## config.mk

```make
export PLATFORM = sky130hd
export DESIGN_NAME = pwm_frequency_duty_meter_core
export DESIGN_NICKNAME = d
export VERILOG_FILES = /design/src/rtl/core/pwmfdm_pkg.sv /design/src/rtl/core/pwmfdm_ctrl.sv /design/src/rtl/core/pwmfdm_dpath.sv /design/src/rtl/core/pwm_frequency_duty_meter_core.sv
export SDC_FILE = /design/constraint.sdc
export NUM_CORES = 1
export LEC_CHECK = 0
export ABC_AREA = 1
export BUFFER_PORTS_ARGS = -buffer_cell sky130_fd_sc_hd__buf_4
export CAP_MARGIN = 10
export CORE_ASPECT_RATIO = 2
export CORE_UTILIZATION = 62
export CTS_CLUSTER_DIAMETER = 30
export CTS_CLUSTER_SIZE = 30
export DETAILED_ROUTE_END_ITERATION = 10
export PLACE_DENSITY = 0.84
export SLEW_MARGIN = 20
export SYNTH_ARGS = -nofsm -noshare
export SYNTH_HDL_FRONTEND = slang
export SYNTH_SLANG_ARGS = --single-unit
```

## constraint.sdc

```tcl
create_clock -name clk -period 5.6 [get_ports clk]
set_input_delay 0.56 -clock clk [delete_from_list [all_inputs] [get_ports clk]]
set_output_delay 0.56 -clock clk [all_outputs]
set_load 0.02 [all_outputs]
```

## src/rtl/core/pwmfdm_pkg.sv

```systemverilog
// Package for the PWM frequency and duty meter.
// Widths, constants and the controller/datapath interface structs.
// No dependencies.
`default_nettype none

package pwmfdm_pkg;

    // tick counter width (8..32)
    localparam int CNT_W   = 16;
    // result field widths
    localparam int OUT_W   = 16;
    localparam int DUTY_W  = 7;
    localparam int CLK_W   = 27;

    localparam int FREQ_SCALE = 1000;
    localparam int DUTY_SCALE = 100;

    // divider: dividend is clock_hz or high*100, divisor is period*1000 or period
    localparam int DVD_W  = (CNT_W + 7 > CLK_W) ? CNT_W + 7 : CLK_W;
    localparam int DVS_W  = CNT_W + 10;
    localparam int STEP_W = $clog2(DVD_W + 1);

    // APB register map
    localparam int ADDR_W = 3;
    localparam int DATA_W = 32;
    localparam int IDX_W  = ADDR_W - 2;
    localparam logic [IDX_W-1:0] IDX_CLOCK_HZ = '0;
    localparam logic [CLK_W-1:0] CLOCK_HZ_RST = CLK_W'(8000000);

    // controller -> datapath
    typedef struct packed {
        logic take;         // tick transaction accepted
        logic cap_first;    // capture first rising edge
        logic cap_fall;     // capture falling edge
        logic cap_second;   // capture second rising edge, restart counter
        logic div_start;
        logic div_sel_duty; // 0: frequency division, 1: duty division
        logic freq_latch;
        logic out_load;
    } ctrl_cmd_t;

    // datapath -> controller
    typedef struct packed {
        logic rise;
        logic fall;
        logic range_ok;
        logic div_busy;
        logic out_pending;
    } dp_status_t;

endpackage

`default_nettype wire

```

## src/rtl/core/pwmfdm_ctrl.sv

```systemverilog
// Controller for the PWM meter: capture phases and division sequencing.
// Depends on pwmfdm_pkg.
`default_nettype none

module pwmfdm_ctrl (
    input  wire logic                  clk,
    input  wire logic                  rst_n,
    input  wire logic                  in_valid,
    output logic                       in_ready,
    input  wire pwmfdm_pkg::dp_status_t sts,
    output pwmfdm_pkg::ctrl_cmd_t      cmd
);

    typedef enum logic [7:0] {
        ST_RISE1   = 8'b0000_0001,
        ST_FALL    = 8'b0000_0010,
        ST_RISE2   = 8'b0000_0100,
        ST_START_F = 8'b0000_1000,
        ST_WAIT_F  = 8'b0001_0000,
        ST_START_D = 8'b0010_0000,
        ST_WAIT_D  = 8'b0100_0000,
        ST_DONE    = 8'b1000_0000
    } state_t;

    state_t state_reg;
    state_t state_next;
    logic   accept;

    // hold off ticks that could finish a measurement while a result is unread
    assign in_ready = (state_reg == ST_RISE1) || (state_reg == ST_FALL) ||
                      ((state_reg == ST_RISE2) && !sts.out_pending);
    assign accept   = in_valid && in_ready;

    always_comb
    begin
        state_next = state_reg;
        unique case (state_reg)
            ST_RISE1:
            begin
                if (accept && sts.rise)
                    state_next = ST_FALL;
            end
            ST_FALL:
            begin
                if (accept && sts.fall)
                    state_next = ST_RISE2;
            end
            ST_RISE2:
            begin
                if (accept && sts.rise)
                    state_next = sts.range_ok ? ST_START_F : ST_DONE;
            end
            ST_START_F:
                state_next = ST_WAIT_F;
            ST_WAIT_F:
            begin
                if (!sts.div_busy)
                    state_next = ST_START_D;
            end
            ST_START_D:
                state_next = ST_WAIT_D;
            ST_WAIT_D:
            begin
                if (!sts.div_busy)
                    state_next = ST_DONE;
            end
            ST_DONE:
                state_next = ST_RISE1;
            default:
                state_next = ST_RISE1;
        endcase
    end

    always_ff @(posedge clk or negedge rst_n)
    begin
        if (!rst_n)
            state_reg <= ST_RISE1;
        else
            state_reg <= state_next;
    end

    always_comb
    begin
        cmd              = '0;
        cmd.take         = accept;
        cmd.cap_first    = accept && (state_reg == ST_RISE1) && sts.rise;
        cmd.cap_fall     = accept && (state_reg == ST_FALL) && sts.fall;
        cmd.cap_second   = accept && (state_reg == ST_RISE2) && sts.rise;
        cmd.div_start    = (state_reg == ST_START_F) || (state_reg == ST_START_D);
        cmd.div_sel_duty = (state_reg == ST_START_D);
        cmd.freq_latch   = (state_reg == ST_WAIT_F) && !sts.div_busy;
        cmd.out_load     = (state_reg == ST_DONE);
    end

endmodule

`default_nettype wire

```

## src/rtl/core/pwmfdm_dpath.sv

```systemverilog
// Datapath for the PWM meter: edge detect, tick counter, captures,
// shared restoring divider and result register. Depends on pwmfdm_pkg.
`default_nettype none

module pwmfdm_dpath (
    input  wire logic                                clk,
    input  wire logic                                rst_n,
    input  wire logic                                signal_level,
    input  wire logic [pwmfdm_pkg::CLK_W-1:0]        clock_hz,
    input  wire pwmfdm_pkg::ctrl_cmd_t               cmd,
    output pwmfdm_pkg::dp_status_t                   sts,
    output logic                                     out_valid,
    input  wire logic                                out_ready,
    output logic                                     in_range,
    output logic [pwmfdm_pkg::OUT_W-1:0]             high_ticks,
    output logic [pwmfdm_pkg::OUT_W-1:0]             period_ticks,
    output logic [pwmfdm_pkg::OUT_W-1:0]             freq_khz,
    output logic [pwmfdm_pkg::DUTY_W-1:0]            duty_percent
);

    localparam int CW  = pwmfdm_pkg::CNT_W;
    localparam int DDW = pwmfdm_pkg::DVD_W;
    localparam int DSW = pwmfdm_pkg::DVS_W;
    localparam int SW  = pwmfdm_pkg::STEP_W;
    localparam int OW  = pwmfdm_pkg::OUT_W;
    localparam int UW  = pwmfdm_pkg::DUTY_W;

    // capture state
    logic          prev_level_reg;
    logic [CW-1:0] tick_reg;
    logic [CW-1:0] tick_next;
    logic [CW-1:0] first_rise_reg;
    logic [CW-1:0] fall_reg;
    logic [CW-1:0] high_reg;
    logic [CW-1:0] period_reg;
    logic          range_reg;

    // divider
    logic           busy_reg;
    logic [SW-1:0]  step_reg;
    logic [DDW-1:0] quot_reg;
    logic [DSW-1:0] rem_reg;
    logic [DSW-1:0] dvs_reg;
    logic [DSW:0]   shifted;
    logic [DSW:0]   trial;
    logic           ge;

    logic [OW-1:0]  freq_reg;
    logic [OW-1:0]  freq_sat;
    logic           out_valid_reg;

    assign sts.rise        = signal_level && !prev_level_reg;
    assign sts.fall        = !signal_level && prev_level_reg;
    assign sts.range_ok    = (first_rise_reg < fall_reg) && (fall_reg < tick_reg);
    assign sts.div_busy    = busy_reg;
    assign sts.out_pending = out_valid_reg;

    assign tick_next = cmd.cap_second ? '0 : tick_reg + CW'(1);

    always_ff @(posedge clk or negedge rst_n)
    begin
        if (!rst_n)
        begin
            prev_level_reg <= 1'b0;
            tick_reg       <= '0;
            first_rise_reg <= '0;
            fall_reg       <= '0;
        end
        else if (cmd.take)
        begin
            prev_level_reg <= signal_level;
            tick_reg       <= tick_next;
            if (cmd.cap_first)
                first_rise_reg <= tick_reg;
            if (cmd.cap_fall)
                fall_reg <= tick_reg;
        end
    end

    always_ff @(posedge clk)
    begin
        if (cmd.cap_second)
        begin
            high_reg   <= fall_reg - first_rise_reg;
            period_reg <= tick_reg - first_rise_reg;
            range_reg  <= sts.range_ok;
        end
    end

    // one quotient bit per cycle
    assign shifted = {rem_reg, quot_reg[DDW-1]};
    assign trial   = shifted - {1'b0, dvs_reg};
    assign ge      = !trial[DSW];

    always_ff @(posedge clk or negedge rst_n)
    begin
        if (!rst_n)
        begin
            busy_reg <= 1'b0;
            step_reg <= '0;
        end
        else if (cmd.div_start)
        begin
            busy_reg <= 1'b1;
            step_reg <= SW'(DDW);
        end
        else if (busy_reg)
        begin
            step_reg <= step_reg - SW'(1);
            if (step_reg == SW'(1))
                busy_reg <= 1'b0;
        end
    end

    always_ff @(posedge clk)
    begin
        if (cmd.div_start)
        begin
            rem_reg <= '0;
            if (cmd.div_sel_duty)
            begin
                quot_reg <= DDW'(high_reg) * DDW'(pwmfdm_pkg::DUTY_SCALE);
                dvs_reg  <= DSW'(period_reg);
            end
            else
            begin
                // floor(floor(c/p)/1000) == floor(c/(p*1000))
                quot_reg <= DDW'(clock_hz);
                dvs_reg  <= DSW'(period_reg) * DSW'(pwmfdm_pkg::FREQ_SCALE);
            end
        end
        else if (busy_reg)
        begin
            rem_reg  <= ge ? trial[DSW-1:0] : shifted[DSW-1:0];
            quot_reg <= {quot_reg[DDW-2:0], ge};
        end
    end

    assign freq_sat = (|quot_reg[DDW-1:OW]) ? '1 : quot_reg[OW-1:0];

    always_ff @(posedge clk)
    begin
        if (cmd.freq_latch)
            freq_reg <= freq_sat;
    end

    // result register
    always_ff @(posedge clk or negedge rst_n)
    begin
        if (!rst_n)
            out_valid_reg <= 1'b0;
        else if (cmd.out_load)
            out_valid_reg <= 1'b1;
        else if (out_ready)
            out_valid_reg <= 1'b0;
    end

    always_ff @(posedge clk)
    begin
        if (cmd.out_load)
        begin
            in_range     <= range_reg;
            high_ticks   <= range_reg ? OW'(high_reg) : '0;
            period_ticks <= range_reg ? OW'(period_reg) : '0;
            freq_khz     <= range_reg ? freq_reg : '0;
            duty_percent <= range_reg ? quot_reg[UW-1:0] : '0;
        end
    end

    assign out_valid = out_valid_reg;

endmodule

`default_nettype wire

```

## src/rtl/core/pwm_frequency_duty_meter_core.sv

```systemverilog
// Throughput: one tick transaction per cycle while a measurement is collecting edges.
// A result is offered once the tick with the closing rising edge has gone through two 27-step passes
// of the shared restoring divider plus sequencing; an out-of-range result skips the divider.
// Ticks are held off during that computation and while an unread result blocks the
// closing edge. rst_n is asynchronous: phase, counter, captures, handshakes and
// clock_hz (back to 8000000) are cleared at once.
`default_nettype none

module pwm_frequency_duty_meter_core (
    input  wire logic                               clk,
    input  wire logic                               rst_n,
    // tick input channel
    input  wire logic                               in_valid,
    output logic                                    in_ready,
    input  wire logic                               signal_level,
    // result channel
    output logic                                    out_valid,
    input  wire logic                               out_ready,
    output logic                                    in_range,
    output logic [pwmfdm_pkg::OUT_W-1:0]            high_ticks,
    output logic [pwmfdm_pkg::OUT_W-1:0]            period_ticks,
    output logic [pwmfdm_pkg::OUT_W-1:0]            freq_khz,
    output logic [pwmfdm_pkg::DUTY_W-1:0]           duty_percent,
    // APB configuration port
    input  wire logic                               psel,
    input  wire logic                               penable,
    input  wire logic                               pwrite,
    input  wire logic [pwmfdm_pkg::ADDR_W-1:0]      paddr,
    input  wire logic [pwmfdm_pkg::DATA_W-1:0]      pwdata,
    output logic [pwmfdm_pkg::DATA_W-1:0]           prdata,
    output logic                                    pready
);

    localparam int AW = pwmfdm_pkg::ADDR_W;
    localparam int KW = pwmfdm_pkg::CLK_W;

    pwmfdm_pkg::ctrl_cmd_t  cmd;
    pwmfdm_pkg::dp_status_t sts;

    logic [KW-1:0] clock_hz_reg;
    logic          reg_hit;
    logic          wr_en;

    // --- configuration -------------------------------------------------
    // No wait states; register index is the word address, low byte bits ignored.
    assign pready  = 1'b1;
    assign reg_hit = (paddr[AW-1:2] == pwmfdm_pkg::IDX_CLOCK_HZ);
    assign wr_en   = psel && penable && pwrite && pready;

    always_ff @(posedge clk or negedge rst_n)
    begin
        if (!rst_n)
            clock_hz_reg <= pwmfdm_pkg::CLOCK_HZ_RST;
        else if (wr_en && reg_hit)
            clock_hz_reg <= pwdata[KW-1:0];
    end

    assign prdata = reg_hit ? pwmfdm_pkg::DATA_W'(clock_hz_reg) : '0;

    // --- controller: capture phase and divider sequencing ---------------
    pwmfdm_ctrl u_ctrl (
        .clk      (clk),
        .rst_n    (rst_n),
        .in_valid (in_valid),
        .in_ready (in_ready),
        .sts      (sts),
        .cmd      (cmd)
    );

    // --- datapath: counter, captures, divider, result register ----------
    pwmfdm_dpath u_dpath (
        .clk          (clk),
        .rst_n        (rst_n),
        .signal_level (signal_level),
        .clock_hz     (clock_hz_reg),
        .cmd          (cmd),
        .sts          (sts),
        .out_valid    (out_valid),
        .out_ready    (out_ready),
        .in_range     (in_range),
        .high_ticks   (high_ticks),
        .period_ticks (period_ticks),
        .freq_khz     (freq_khz),
        .duty_percent (duty_percent)
    );

endmodule

`default_nettype wire

```

### Word level (Yosys, flattened, before mapping)

Index checks and enable logic that the tools add are counted.

* output and inout port bits: 91
* input bits: 43
* register bits: 275

* reductions and logical operators: 31
* $add $sub $neg: 5
* $mul: 2
* order comparisons: 2
* eq/ne operators: 14
* bitwise gates (word level): 1
* multiplexer cells: 21

Operators by type and width (count)
* 2-to-1 mux 27 bit: 4
* case mux 8 bit (7 select lines): 1
* 2-to-1 mux 8 bit: 6
* less-than comparator 16 bit: 2
* 2-to-1 mux 16 bit: 2
* subtractor 16 bit: 2
* subtractor 27 x 26 -> 27 bit: 1
* 2-to-1 mux 26 bit: 1
* multiplier 16 x 7 -> 23 bit, second input constant: 1
* multiplier 16 x 5 -> 21 bit, second input constant: 1
* logical AND 1 bit: 17
* adder 16 x 1 -> 16 bit, second input constant: 1
* OR reduction 11 bit: 1
* 2-to-1 mux 5 bit: 2
* == test 8 x 1 -> 1 bit, second input constant: 1
* == test 8 x 2 -> 1 bit, second input constant: 1
* == test 8 x 3 -> 1 bit, second input constant: 1
* == test 8 x 4 -> 1 bit, second input constant: 1
* == test 8 x 5 -> 1 bit, second input constant: 1
* == test 8 x 6 -> 1 bit, second input constant: 1
* == test 8 x 7 -> 1 bit, second input constant: 1
* == test 8 bit, second input constant: 1
* != test 2 bit, second input constant: 4
* == test 5 x 1 -> 1 bit, second input constant: 1
* other kinds (9): 21

### Longest topological paths before layout

Gate-level depths: netlist of run 1.

* word-level depth: 7
* mapped depth: 18

### By module

Synthesis of run 1 repeated with hierarchy kept, for this count alone.

* cells, all modules: 2487
* area total of the unflattened synthesis: 20024.2 um^2

By module, submodules not included
* pwmfdm_dpath: area an instance 18064.8 um^2, sequential area each 6666.4 um^2, instances 1, cells each 2223
* pwm_frequency_duty_meter_core: area an instance 1388.8 um^2, sequential area each 684.4 um^2, instances 1, cells each 184
* pwmfdm_ctrl: area an instance 570.5 um^2, sequential area each 201.4 um^2, instances 1, cells each 80

### Worst setup path before layout of run 1

Ideal clock, no wire load.

* path kind: register to register
* start point: register u_dpath.period_reg[10]
* end point: register u_dpath.dvs_reg[23] (data pin)
* path buffers: 0
* data arrival time: 3.841 ns
* period minus slack after synthesis: 4.094 ns
* stages on the path, launching flop included: 19
* path slack: 1.506 ns
* path through: edfxtp_1 > inv_1 > fa_1 > fa_1 > inv_1 > fa_1 > inv_1 > fa_1 > inv_1 > ha_1 > nand2_1 > nor2_1 > nand4_1 > o21ai_0 > nand2_1 > nand2_1 > nand2_1 > nand2_1 > nor2_1

* cells in the longest elaborated chain, start to end: 1

Ends and longest elaborated chain
* start: declaration: RTL line pwmfdm_dpath.sv:35 `logic [CW-1:0] period_reg;`
* start signal: assignment: RTL line pwmfdm_dpath.sv:85 `period_reg <= tick_reg - first_rise_reg;`
* multiplier 16 x 7 -> 23 bit: RTL line pwmfdm_dpath.sv:129 `dvs_reg <= DSW'(period_reg) * DSW'(pwmfdm_pkg::FREQ_SCALE);`
* end signal: assignment: RTL line pwmfdm_dpath.sv:123 `dvs_reg <= DSW'(period_reg);`
* end signal: assignment: RTL line pwmfdm_dpath.sv:129
* end: declaration: RTL line pwmfdm_dpath.sv:43 `logic [DSW-1:0] dvs_reg;`

Every way passes these cells.
A chain may end at the register's enable or synchronous reset.

### Final worst setup path of run 1

Same ends and word-level chain as after synthesis.

==> results of run 1 <==
[worst min-delay path by stage]
stage / start / to / slack [ps] / cells past startpoint
floorplan: rst_n / clock_hz_reg[0]$_DFFE_PN0P_ / 260 / 0
global placement: u_dpath.rem_reg[10]$_SDFFE_PN0P_ / u_dpath.rem_reg[10]$_SDFFE_PN0P_ / 460 / 2
detailed placement: u_dpath.rem_reg[8]$_SDFFE_PN0P_ / u_dpath.rem_reg[8]$_SDFFE_PN0P_ / 460 / 2
CTS: rst_n / u_ctrl.state_reg[5]$_DFFE_PN0P_ / 20 / 1
global route: rst_n / u_ctrl.state_reg[2]$_DFFE_PN0P_ / 50 / 1
finish: rst_n / u_dpath.out_valid$_DFFE_PN0P_ / 6 / 1
[power by group]
group          leakage [nW]  internal, W  switching (W)
sequential             2.71      0.00249       0.000187
clock                 0.642      0.00142        0.00108
combinational          8.04     0.000923        0.00174
total                  11.4      0.00483        0.00301
[metal layers]
layer	up-vias	share of wire [%]
li1	7917	-
met1	7843	33
met2	493	55
met3	208	3.4
met4	0	8.3
met5	-	0
[Yosys cell counts (2+ instances only)]
library cell and n:
a21boi_0 4, a21o_1 8, a21oi_1 113, a31oi_1 5, buf_1 5, buf_2 14
buf_4 10, buf_6 8, clkbuf_1 16, conb_1 2, dfrtp_1 83, dfstp_2 8
dfxtp_1 26, edfxtp_1 158, fa_1 68, ha_1 180, inv_1 493, inv_2 5
inv_4 2, nand2_1 565, nand2_2 8, nand2_4 4, nand3_1 155, nand3_2 3
nand3b_1 14, nand4_1 22, nor2_1 162, nor2_2 6, nor2_4 5, nor2_8 2
nor3_1 23, nor3_2 3, nor4_1 4, o211ai_1 3, o21a_1 6, o21ai_0 99
o21ai_1 18, o21bai_1 10, o221ai_1 11, o22ai_1 4, or2_2 2, xnor2_1 24
xor2_1 36
[layout make-up]
type                            instances  area (um^2)  share of cell area, %
Tap cell                              423        529.3                  2.374
Clock inverter                         29        374.1                  1.678
Clock buffer                           42        997.2                  4.473
Sequential cell                       275         7552                  33.87
Multi-Input combinational cell       1583        10010                  44.88
Timing Repair Buffer                  126        945.9                  4.243
Inverter                              502         1891                  8.480
[logic make-up (layout without fill, tap and decap cells)]
group,count (synthesis),after routing
xor+xnor,60,60
fa+ha+maj,248,248
other cells,2,6
compound gates,286,286
buf+inv,555,699
simple gates,983,983
flops,275,275
[stage by stage]
step                hold slack, ps  power (W)  worst slack, ps  util [%]
floorplan                    264.4   0.004511             1506         -
global placement             456.6   0.005172            986.9     66.57
detailed placement           464.6   0.005283            956.2     66.57
CTS                          21.12   0.007789            914.1     70.93
global route                 52.06   0.008188            601.2     70.95
finish                       6.124   0.007842            845.7     70.95
==> reports/qor.csv, run 1 <==
stage;metric;value;unit
run_status;status;complete, no violations;
yosys;number of flops mapped to enable cells by yosys;158;
layout;cell area after layout;0.02230;mm^2
layout;Diodes inserted;0;
grt;GR peak layer;met2;
cts;number of buffers created by CTS;39;
yosys;post-synthesis async set-or-reset flop share;33.09;%
floorplan;I/O pins;134;
worst_hold_path;Worst Hold Class;input port to asynchronous set/reset pin;
power_and_ir_drop;Leak Pwr;11.39;nW
setup_path;crit-path cells;inv_1, fa_1, fa_1, inv_1, fa_1, inv_1, fa_1, inv_1, ha_1, nand2_1, nor2_1, nand4_1, o21ai_0, nand2_1, nand2_1, nand2_1, nand2_1, nor2_1;
floorplan;initial core utilization;62.82;%
yosys;post-synthesis simple-gate area fraction;21.55;%
cts;H-tree levels;2;
yosys;#FFs+latches synth;275;
sta;pins over their slew limit;0;
cts;hold_buf cts;0;
sta;final setup skew;44.83;ps
sta;Final Cycle Share;84.90;%
yosys;mux share of post-synthesis cell area;0;%
setup_path;CP max stage delay;510;ps
sta;Max Fclk;0.2103;GHz
yosys;post-synthesis sequential area ratio;38.25;%
cts;post-CTS setup buffers;0;
cts;Worst-path clk slew;60;ps
layout;fin nets;2818;
setup_path;Arr. time, crit path;5030;ps
yosys;Syn Area/Cell;8.195;um^2
grt;GR met2 Demand/Resource;66.01;%
yosys;YS warnings;0;
yosys;Compound-Gate Fraction of Synth Area;8.023;%
yosys;main flop type after synthesis;edfxtp_1;
yosys;cell accounting for the most synthesized area;edfxtp_1;
grt;vias in the first global route;16729;
yosys;Synth Area in Adders;18.30;%
setup_path;Buffers & Inverters on Critical Path;4;
grt;grt met1 use;31.41;%
yosys;Yosys top cell area share;24.03;%
grt;largest net degree at the start of global routing;57;
detailed_routing;antenna viol nets, final;0;
sta;Least-Margin Pin Slew;1075;ps
sta;setup violators final;0;
yosys;largest family of logic cells by synthesized area;simple AND/OR/NAND/NOR gates;
floorplan;Core Footprint;0.03143;mm^2
detailed_routing;Iter 0 DRT Violations;942;
setup_path;Crit path max-delay family;adder cells;
cts;clk_lat worst skew;560;ps
yosys;Synth cell types;55;
setup_path;Worst Setup EP;u_dpath.dvs_reg[23]$_SDFFCE_PP0N_;
setup_path;worst-path maximum fanout;5;
placement;hpwl dp;42.20;mm
placement;Buffers on Ports;120;
yosys;mapped cell area;0.01974;mm^2
setup_path;RR Startpoint;u_dpath.period_reg[10]$_DFFE_PP_;
placement;RePlAce Congestion;0.9671;
setup_path;Stages on worst setup path;18;
setup_path;data required time at the worst endpoint;5880;ps
cts;Bufs on Longest Clock Path;3;
sta;min cycle time layout;4754;ps
sta;setup TNS;0;ps
setup_path;worst reg2reg path depth;18;
setup_path;Startpoint Class;register;
setup_path;Setup crit end kind;register;
grt;first-pass GRT wire length;83.72;mm
grt;Total GRT Usage;33.86;%
power_and_ir_drop;Power per Cell Area;351.8;mW/mm^2
flow_run;max_cap viols;0;
setup_path;CP max stage cell;fa_1;
placement;placed cell area;0.02092;mm^2
grt;gr ovfl total;0;
sta;Fin. Hold Viols;0;
placement;Post-Place Cells;2909;
sta;Max-Slew Margin vs Limit;28.14;%
yosys;gate count after technology mapping;2409;
grt;initial antenna violation count;0;
layout;# fillers;2446;
detailed_routing;final WL;53.94;mm
setup_path;start point of the critical path;u_dpath.period_reg[10]$_DFFE_PP_;
yosys;post-synthesis xor/xnor area fraction;2.662;%
layout;most frequent cells in the layout;nand2_1, inv_1, ha_1;
floorplan;Die ar.;0.03260;mm^2
setup_path;crit path kind;register to register;
layout;final std cells w/o fill;2980;
setup_path;R2R Path End;u_dpath.dvs_reg[23]$_SDFFCE_PP0N_;
layout;proportion of layout cells with a drive suffix above 1;9.816;%
detailed_routing;DRT Pass-1 Iters;5;
cts;CTS tree;built;
cts;post-CTS resize count;0;
grt;met3 usage;3.608;%
cts;CTS root buf;clkbuf_16;
detailed_routing;total number of vias;16461;
sta;RSZ-0062 raised after global routing;no;
floorplan;die height;254.4;um
cts;clk sink count;275;
setup_path;worst reg-to-reg setup slack;850;ps
floorplan;Die Wd;128.2;um
detailed_routing;Via-to-Cell Ratio;5.524;
layout;commonest non-fill, non-tap cell in the layout;nand2_1;
floorplan;# rows;92;
power_and_ir_drop;VDD IR-drop max;396.3;uV
yosys;main area contributors after synthesis;edfxtp_1, ha_1, nand2_1;
detailed_routing;routed wire length per instance;18.10;um
detailed_routing;drt drc;0;
setup_path;CP dominant cell by count;nand2_1;
layout;area growth from synthesis to layout;12.93;%
Note: power is estimated with default switching activity, not from simulation.
==> run 2, diff against run 1 <==
CORE_UTILIZATION = 56   (was 62)
PLACE_DENSITY = 0.81   (was 0.84)
clock period = 4.05 ns   (was 5.6 ns; I/O delays follow)
==> run 2 against run 1 <==
Critical endpoint is now u_dpath.dvs_reg[24]$_SDFFCE_PP0N_. Sequential share of layout area down 1.6 points. Critical path depth down 1. Largest power group unchanged. Worst hold slack better by 37 ps. Utilization down 3.1 points. The flow now finishes with violations (setup timing). Cell count up 3.5%. Routed wire length down 0.67%. Combinational power up 36%. Global-route usage down 3.6 points. Power up 39%. Maximum frequency up 15%.
==> reports/qor.csv, run 2 (synthesis gave the netlist of run 1 again) <==
stage;metric;value;unit
cts;CTS root buf;clkbuf_16;
setup_path;Setup crit end kind;register;
setup_path;crit path kind;register to register;
grt;vias in the first global route;16721;
worst_hold_path;end of the worst hold path;u_dpath.out_valid$_DFFE_PN0P_;
sta;Max Fclk;0.2418;GHz
floorplan;Core Footprint;0.03447;mm^2
detailed_routing;Via-to-Cell Ratio;5.360;
placement;hpwl dp;42.24;mm
grt;initial antenna violation count;0;
sta;Max-Slew Margin vs Limit;36.32;%
cts;Bufs on Longest Clock Path;3;
placement;Place WS;-417.1;ps
layout;area growth from synthesis to layout;18.50;%
detailed_routing;final WL;53.58;mm
floorplan;initial core utilization;57.27;%
setup_path;worst reg-to-reg setup slack;-90;ps
power_and_ir_drop;VDD IR-drop max;485.8;uV
run_status;status;finished, violations left;
worst_hold_path;Worst Hold Path Cells;2;
sta;Hold WS;42.63;ps
sta;setup violators final;6;
flow_run;max_cap viols;0;
setup_path;Arr. time, crit path;4410;ps
floorplan;# rows;96;
cts;Worst-path clk slew;60;ps
detailed_routing;DRT Pass-1 Iters;7;
cts;clk_lat worst skew;560;ps
worst_hold_path;Worst Hold Class;input port to register;
floorplan;die height;267.5;um
grt;first-pass GRT wire length;83.37;mm
sta;Fin. Hold Viols;0;
sta;Final Cycle Share;102.1;%
cts;H-tree levels;2;
detailed_routing;Iter 0 DRT Violations;812;
run_status;failing checks;setup timing;
sta;Least-Margin Pin Slew;955.2;ps
grt;Total GRT Usage;30.22;%
detailed_routing;antenna viol nets, final;0;
worst_hold_path;min-delay src;out_ready;
setup_path;data required time at the worst endpoint;4330;ps
layout;commonest non-fill, non-tap cell in the layout;nand2_1;
sta;final setup skew;42.44;ps
setup_path;worst reg2reg path depth;17;
setup_path;R2R Path End;u_dpath.dvs_reg[24]$_SDFFCE_PP0N_;
layout;Diodes inserted;0;
setup_path;worst-path maximum fanout;4;
sta;min cycle time layout;4136;ps
setup_path;RR Startpoint;u_dpath.period_reg[9]$_DFFE_PP_;
placement;RePlAce Congestion;0.9487;
floorplan;Die ar.;0.03606;mm^2
floorplan;Die Wd;134.8;um
cts;number of buffers created by CTS;39;
detailed_routing;drt drc;0;
floorplan;I/O pins;134;
setup_path;Startpoint Class;register;
sta;RSZ-0062 raised after global routing;yes;
grt;largest net degree at the start of global routing;62;
power_and_ir_drop;Leak Pwr;11.87;nW
layout;most frequent cells in the layout;nand2_1, inv_1, buf_4;
detailed_routing;routed wire length per instance;17.37;um
sta;pins over their slew limit;0;
layout;fin nets;2904;
detailed_routing;total number of vias;16536;
sta;worst setup margin;-86.27;ps
placement;Buffers on Ports;120;
cts;clk sink count;275;
grt;gr ovfl total;0;
power_and_ir_drop;Power per Cell Area;465.4;mW/mm^2
layout;proportion of layout cells with a drive suffix above 1;15.70;%
cts;CTS tree;built;
==> run 2: cell types whose count changed in the layout (fill, tap and decap cells not counted), sizes merged <==
cell / previous run / this run
inv: 504 / 511
clkinvlp: 5 / 3
dlygate4sd3: 0 / 1
clkinv: 21 / 10
bufinv: 1 / 4
clkbuf: 42 / 46
buf: 126 / 211
==> run 2: repair_timing <==
item	4_1_cts	5_1_grt
hold buffers	1	0
pin swaps	31	32
endpoints found under the hold margin	47	0
buffers inserted	5	7
gates resized for setup	55	57
setup endpoints to repair	14	15
==> run 2: routing by layer <==
| layer | GRT usage [%] | routed length, um | up-vias |
|---|---|---|---|
| met5 | 0 | 0 | - |
| met4 | 22.23 | 4263 | 0 |
| met3 | 3.313 | 1729 | 202 |
| met2 | 58.67 | 29640 | 471 |
| met1 | 28.43 | 17940 | 7764 |
| li1 | - | - | 8099 |
==> run 2: worst max path at each step <==
stage,start,end,cells past startpoint
detailed placement,u_dpath.period_reg[5]$_DFFE_PP_,u_dpath.dvs_reg[25]$_SDFFCE_PP0N_,14
finish,u_dpath.period_reg[9]$_DFFE_PP_,u_dpath.dvs_reg[24]$_SDFFCE_PP0N_,17
global placement,u_dpath.period_reg[5]$_DFFE_PP_,u_dpath.dvs_reg[21]$_SDFFCE_PP0N_,14
floorplan,u_dpath.period_reg[2]$_DFFE_PP_,u_dpath.dvs_reg[15]$_DFFE_PN_,14
global route,u_dpath.period_reg[9]$_DFFE_PP_,u_dpath.dvs_reg[23]$_SDFFCE_PP0N_,18
CTS,u_dpath.period_reg[2]$_DFFE_PP_,u_dpath.dvs_reg[18]$_SDFFCE_PP0N_,14
==> run 2: final cells by class <==
| type | instances | area (um^2) |
|---|---|---|
| Timing Repair Buffer | 212 | 1613 |
| Clock inverter | 26 | 349.1 |
| Clock buffer | 46 | 1022 |
| Multi-Input combinational cell | 1583 | 10420 |
| Fill cell | 2786 | 11080 |
| Inverter | 502 | 1891 |
| Tap cell | 441 | 551.8 |
| Sequential cell | 275 | 7552 |
==> run 2: worst max-delay path, cell delays in order, from the launching register on <==
cell and delay [ps]:
edfxtp_1 410, inv_2 130, fa_1 450, fa_1 540, inv_2 40, fa_1 510, inv_2 40, fa_1 510
inv_2 50, ha_4 310, nand2_4 70, nor2_4 110, inv_2 60, nor2_4 130, nand4_1 190, nand3_2 150
buf_4 110, a21oi_2 40
==> run 2: report_power, final <==
group	internal, W	switching (W)	total (W)	leakage, nW
registers	0.00344	0.000251	0.00369	2.71
logic	0.00129	0.00235	0.00364	8.50
clock network	0.00214	0.00142	0.00356	0.659
total	0.00687	0.00402	0.0109	11.9
==> run 2: metrics by stage <==
stage	std cells	util, %	cell area, um^2	setup TNS, ps	power (W)
3_3_place_gp	3000	62.34	21490	-1585	0.007159
3_5_place_dp	3000	62.34	21490	-2508	0.007278
5_1_grt	3085	67.86	23390	-1703	0.01141
2_1_floorplan	2413	-	19760	0	0.006237
4_1_cts	3078	67.09	23130	-17.81	0.01086
6_report	3085	67.86	23390	-265.3	0.01089
==> run 3, diff against run 2 <==
CORE_UTILIZATION = 31   (was 56)
PLACE_DENSITY = 0.51   (was 0.81)
SYNTH_HIERARCHICAL = 1   (was default)
==> run 3 against run 2 <==
Clock skew is 23 ps lower. Highest routed layer unchanged. Sequential power fell by 2%. Non-clock buffer count is 11 higher. Routed wire length increased by 6.7%. The flow still finishes with violations (setup timing). Worst hold slack improved by 22 ps. Critical endpoint is now u_dpath/dvs_reg[15]$_DFFE_PP_. Cell count rose by 15%. Combinational power decreased by 20%. Sequential share of layout area shrank 1.3 points. Area after synthesis rose by 1.4%. Critical path type unchanged. Clock power grew 7.3%. Cell area rose by 4.1%. Synthesized cell count rose by 3.2%.
==> reports/qor.csv, run 3 <==
stage;metric;value;unit
run_status;status;finished, violations left;
run_status;failing checks;setup timing;
floorplan;initial core utilization;31.41;%
power_and_ir_drop;switching power;0.003516;W
layout;commonest non-fill, non-tap cell in the layout;nand2_1;
layout;most frequent cells in the layout;nand2_1, inv_1, buf_4;
layout;Final Util;38.21;%
grt;first-pass GRT wire length;90.10;mm
yosys;YS warnings;6;
yosys;gate count after technology mapping;2487;
detailed_routing;DRT Pass-1 Iters;5;
setup_path;CP dominant cell by count;fa_1;
floorplan;Die Wd;181.7;um
setup_path;Stages on worst setup path;14;
floorplan;# rows;131;
detailed_routing;drt drc;0;
grt;initial antenna violation count;0;
yosys;Syn Area/Cell;8.052;um^2
yosys;Yosys top cell area share;23.69;%
setup_path;worst-path maximum fanout;4;
grt;largest net degree at the start of global routing;72;
sta;Final Cycle Share;103.5;%
layout;# fillers;6441;
yosys;number of flops mapped to enable cells by yosys;158;
grt;Total GRT Usage;17.64;%
detailed_routing;Iter 0 DRT Violations;810;
setup_path;CP max stage delay;540;ps
yosys;cell accounting for the most synthesized area;edfxtp_1;
placement;Place WS;-391.5;ps
setup_path;worst reg2reg path depth;14;
placement;Buffers on Ports;120;
grt;vias in the first global route;16888;
yosys;#FFs+latches synth;275;
sta;pins over their slew limit;0;
power_and_ir_drop;VDD IR-drop max;324.3;uV
detailed_routing;antenna viol nets, final;0;
placement;RePlAce Congestion;0.9601;
setup_path;data required time at the worst endpoint;4340;ps
flow_run;max_cap viols;0;
floorplan;Die ar.;0.06568;mm^2
setup_path;R2R Path End;u_dpath/dvs_reg[15]$_DFFE_PP_;
layout;proportion of layout cells with a drive suffix above 1;16.14;%
setup_path;Startpoint Class;register;
setup_path;Setup crit end kind;register;
cts;Worst-path clk slew;60;ps
setup_path;Arr. time, crit path;4480;ps
power_and_ir_drop;Pint;0.006819;W
layout;area growth from synthesis to layout;21.66;%
detailed_routing;Via-to-Cell Ratio;4.672;
sta;Max Fclk;0.2386;GHz
power_and_ir_drop;Power per Cell Area;424.2;mW/mm^2
layout;fin nets;2993;
yosys;post-synthesis async set-or-reset flop share;33.09;%
placement;hpwl dp;44.66;mm
grt;gr ovfl total;0;
yosys;post-synthesis sequential area ratio;37.72;%
yosys;mapped cell area;0.02002;mm^2
sta;worst setup margin;-141.4;ps
power_and_ir_drop;switching part of the total;34.02;%
sta;Least-Margin Pin Slew;1052;ps
setup_path;crit path kind;register to register;
setup_path;Buffers & Inverters on Critical Path;3;
detailed_routing;routed wire length per instance;16.16;um
sta;min cycle time layout;4191;ps
setup_path;RR Startpoint;u_dpath/period_reg[1]$_DFFE_PP_;
setup_path;start point of the critical path;u_dpath/period_reg[1]$_DFFE_PP_;
yosys;Synth cell types;56;
sta;Max-Slew Margin vs Limit;29.70;%
sta;final setup skew;19.59;ps
yosys;most frequent cell after synthesis;nand2_1;
setup_path;crit-path cells;fa_1, fa_1, inv_2, fa_1, fa_1, inv_2, ha_4, nand2_4, nor4_4, buf_4, a21oi_4, or2_4, nand3_2, o21ai_1;
yosys;synth cell count leaders;nand2_1, inv_1, ha_1;
power_and_ir_drop;Final Power;0.01033;W
power_and_ir_drop;Leak Pwr;12.24;nW
setup_path;Worst Setup EP;u_dpath/dvs_reg[15]$_DFFE_PP_;
floorplan;I/O pins;134;
power_and_ir_drop;Clk network pwr share;37.0;%
detailed_routing;total number of vias;16528;
yosys;main area contributors after synthesis;edfxtp_1, nand2_1, ha_1;
setup_path;Crit path max-delay family;adder cells;
cts;Bufs on Longest Clock Path;3;
yosys;main flop type after synthesis;edfxtp_1;
setup_path;CP max stage cell;fa_1;
cts;CTS root buf;clkbuf_16;
power_and_ir_drop;Comb power frac;28.2;%
worst_hold_path;Worst Hold Class;input port to register;
detailed_routing;final WL;57.17;mm
cts;number of buffers created by CTS;44;
cts;H-tree levels;2;
sta;Fin. Hold Viols;0;
cts;clk sink count;275;
power_and_ir_drop;register share of total power;34.8;%
sta;RSZ-0062 raised after global routing;yes;
sta;setup violators final;8;
floorplan;die height;361.4;um
floorplan;Core Footprint;0.06376;mm^2
sta;Hold WS;64.50;ps
setup_path;worst reg-to-reg setup slack;-140;ps
cts;clk_lat worst skew;580;ps
worst_hold_path;Worst Hold Path Cells;3;
cts;CTS tree;built;
==> run 3: cell types whose count changed in the layout (fill, tap and decap cells not counted), moves of 6 or more <==
cell / delta
nand2_1: +69
o221ai_1: -11
nand2_2: +15
o21ai_0: +22
clkbuf_16: +6
nand3_1: +16
nor3_1: -7
o21ai_1: -19
nor2_1: +7
nor2_4: -6
nor2_2: +6
a21oi_1: -14
==> run 3: through the flow <==
step | TNS [ps] | cell area (um^2) | cells
after floorplan | 0 | 20090 | 2491
after global placement | -2795 | 22320 | 3438
after detailed placement | -3178 | 22320 | 3438
after CTS | -759.1 | 24110 | 3526
after global routing | -2470 | 24360 | 3536
final | -527.5 | 24360 | 3538
==> run 3: worst min-delay path by stage <==
stage | from | to | slack (ps)
2_1_floorplan | rst_n | clock_hz_reg[0]$_DFFE_PN0P_ | 110
3_3_place_gp | u_dpath/rem_reg[1]$_SDFFE_PP0P_ | u_dpath/rem_reg[1]$_SDFFE_PP0P_ | 460
3_5_place_dp | u_dpath/rem_reg[15]$_SDFFE_PP0P_ | u_dpath/rem_reg[15]$_SDFFE_PP0P_ | 460
4_1_cts | pwdata[9] | clock_hz_reg[9]$_DFFE_PN1P_ | 30
5_1_grt | pwdata[9] | clock_hz_reg[9]$_DFFE_PN1P_ | 60
6_report | pwdata[9] | clock_hz_reg[9]$_DFFE_PN1P_ | 60
==> run 3: cell type report <==
cell class	count	area (um^2)	area share, %
repair buffers	223	1734	7.118
diodes	2	5.005	0.02054
flip-flops and latches	275	7552	31.00
well taps	798	998.5	4.098
clock inverters	29	329.1	1.351
inverters	495	1858	7.627
multi-input cells	1663	10700	43.92
clock buffers	53	1186	4.869
==> run 3: timing repair <==
action,in CTS,in global routing
resized for setup,54,51
endpoints found under the hold margin,53,0
hold buffers,2,0
pin swaps,34,30
endpoints found under the setup margin,14,15
buffers inserted,5,11
==> run 3: tightest hold or removal path, stage by stage <==
cell and delay (ps):
buf_4 110, nand3_1 60, nand2_1 50
==> run 3: kinds of logic after synthesis <==
group                    after synthesis  synth area share (%)
AND/OR/NAND/NOR                     1090                 23.60
AO/OA/AOI/OAI                        268                 7.323
adder cells (fa/ha/maj)              248                 18.05
buffers and inverters                553                 11.05
flip-flops                           275                 37.72
XOR/XNOR                              51                 2.231
other                                  2               0.03750
==> run 3: per-layer routing <==
metal	vias up	part of all wire (%)	track usage [%]
li1	8328	-	-
met5	-	0	0
met3	133	2.9	1.741
met1	7714	38	18.56
met2	353	54	33.80
met4	0	5.7	9.737
==> run 3: power groups by stage <==
| stage | clock network (W) | logic, W | registers [W] |
|---|---|---|---|
| final | 0.00382 | 0.00292 | 0.00360 |
| after detailed placement | 0 | 0.00282 | 0.00365 |
| after floorplan | 0 | 0.00204 | 0.00355 |
| after CTS | 0.00396 | 0.00289 | 0.00359 |
| after global placement | 0 | 0.00278 | 0.00364 |
| after global routing | 0.00404 | 0.00330 | 0.00363 |
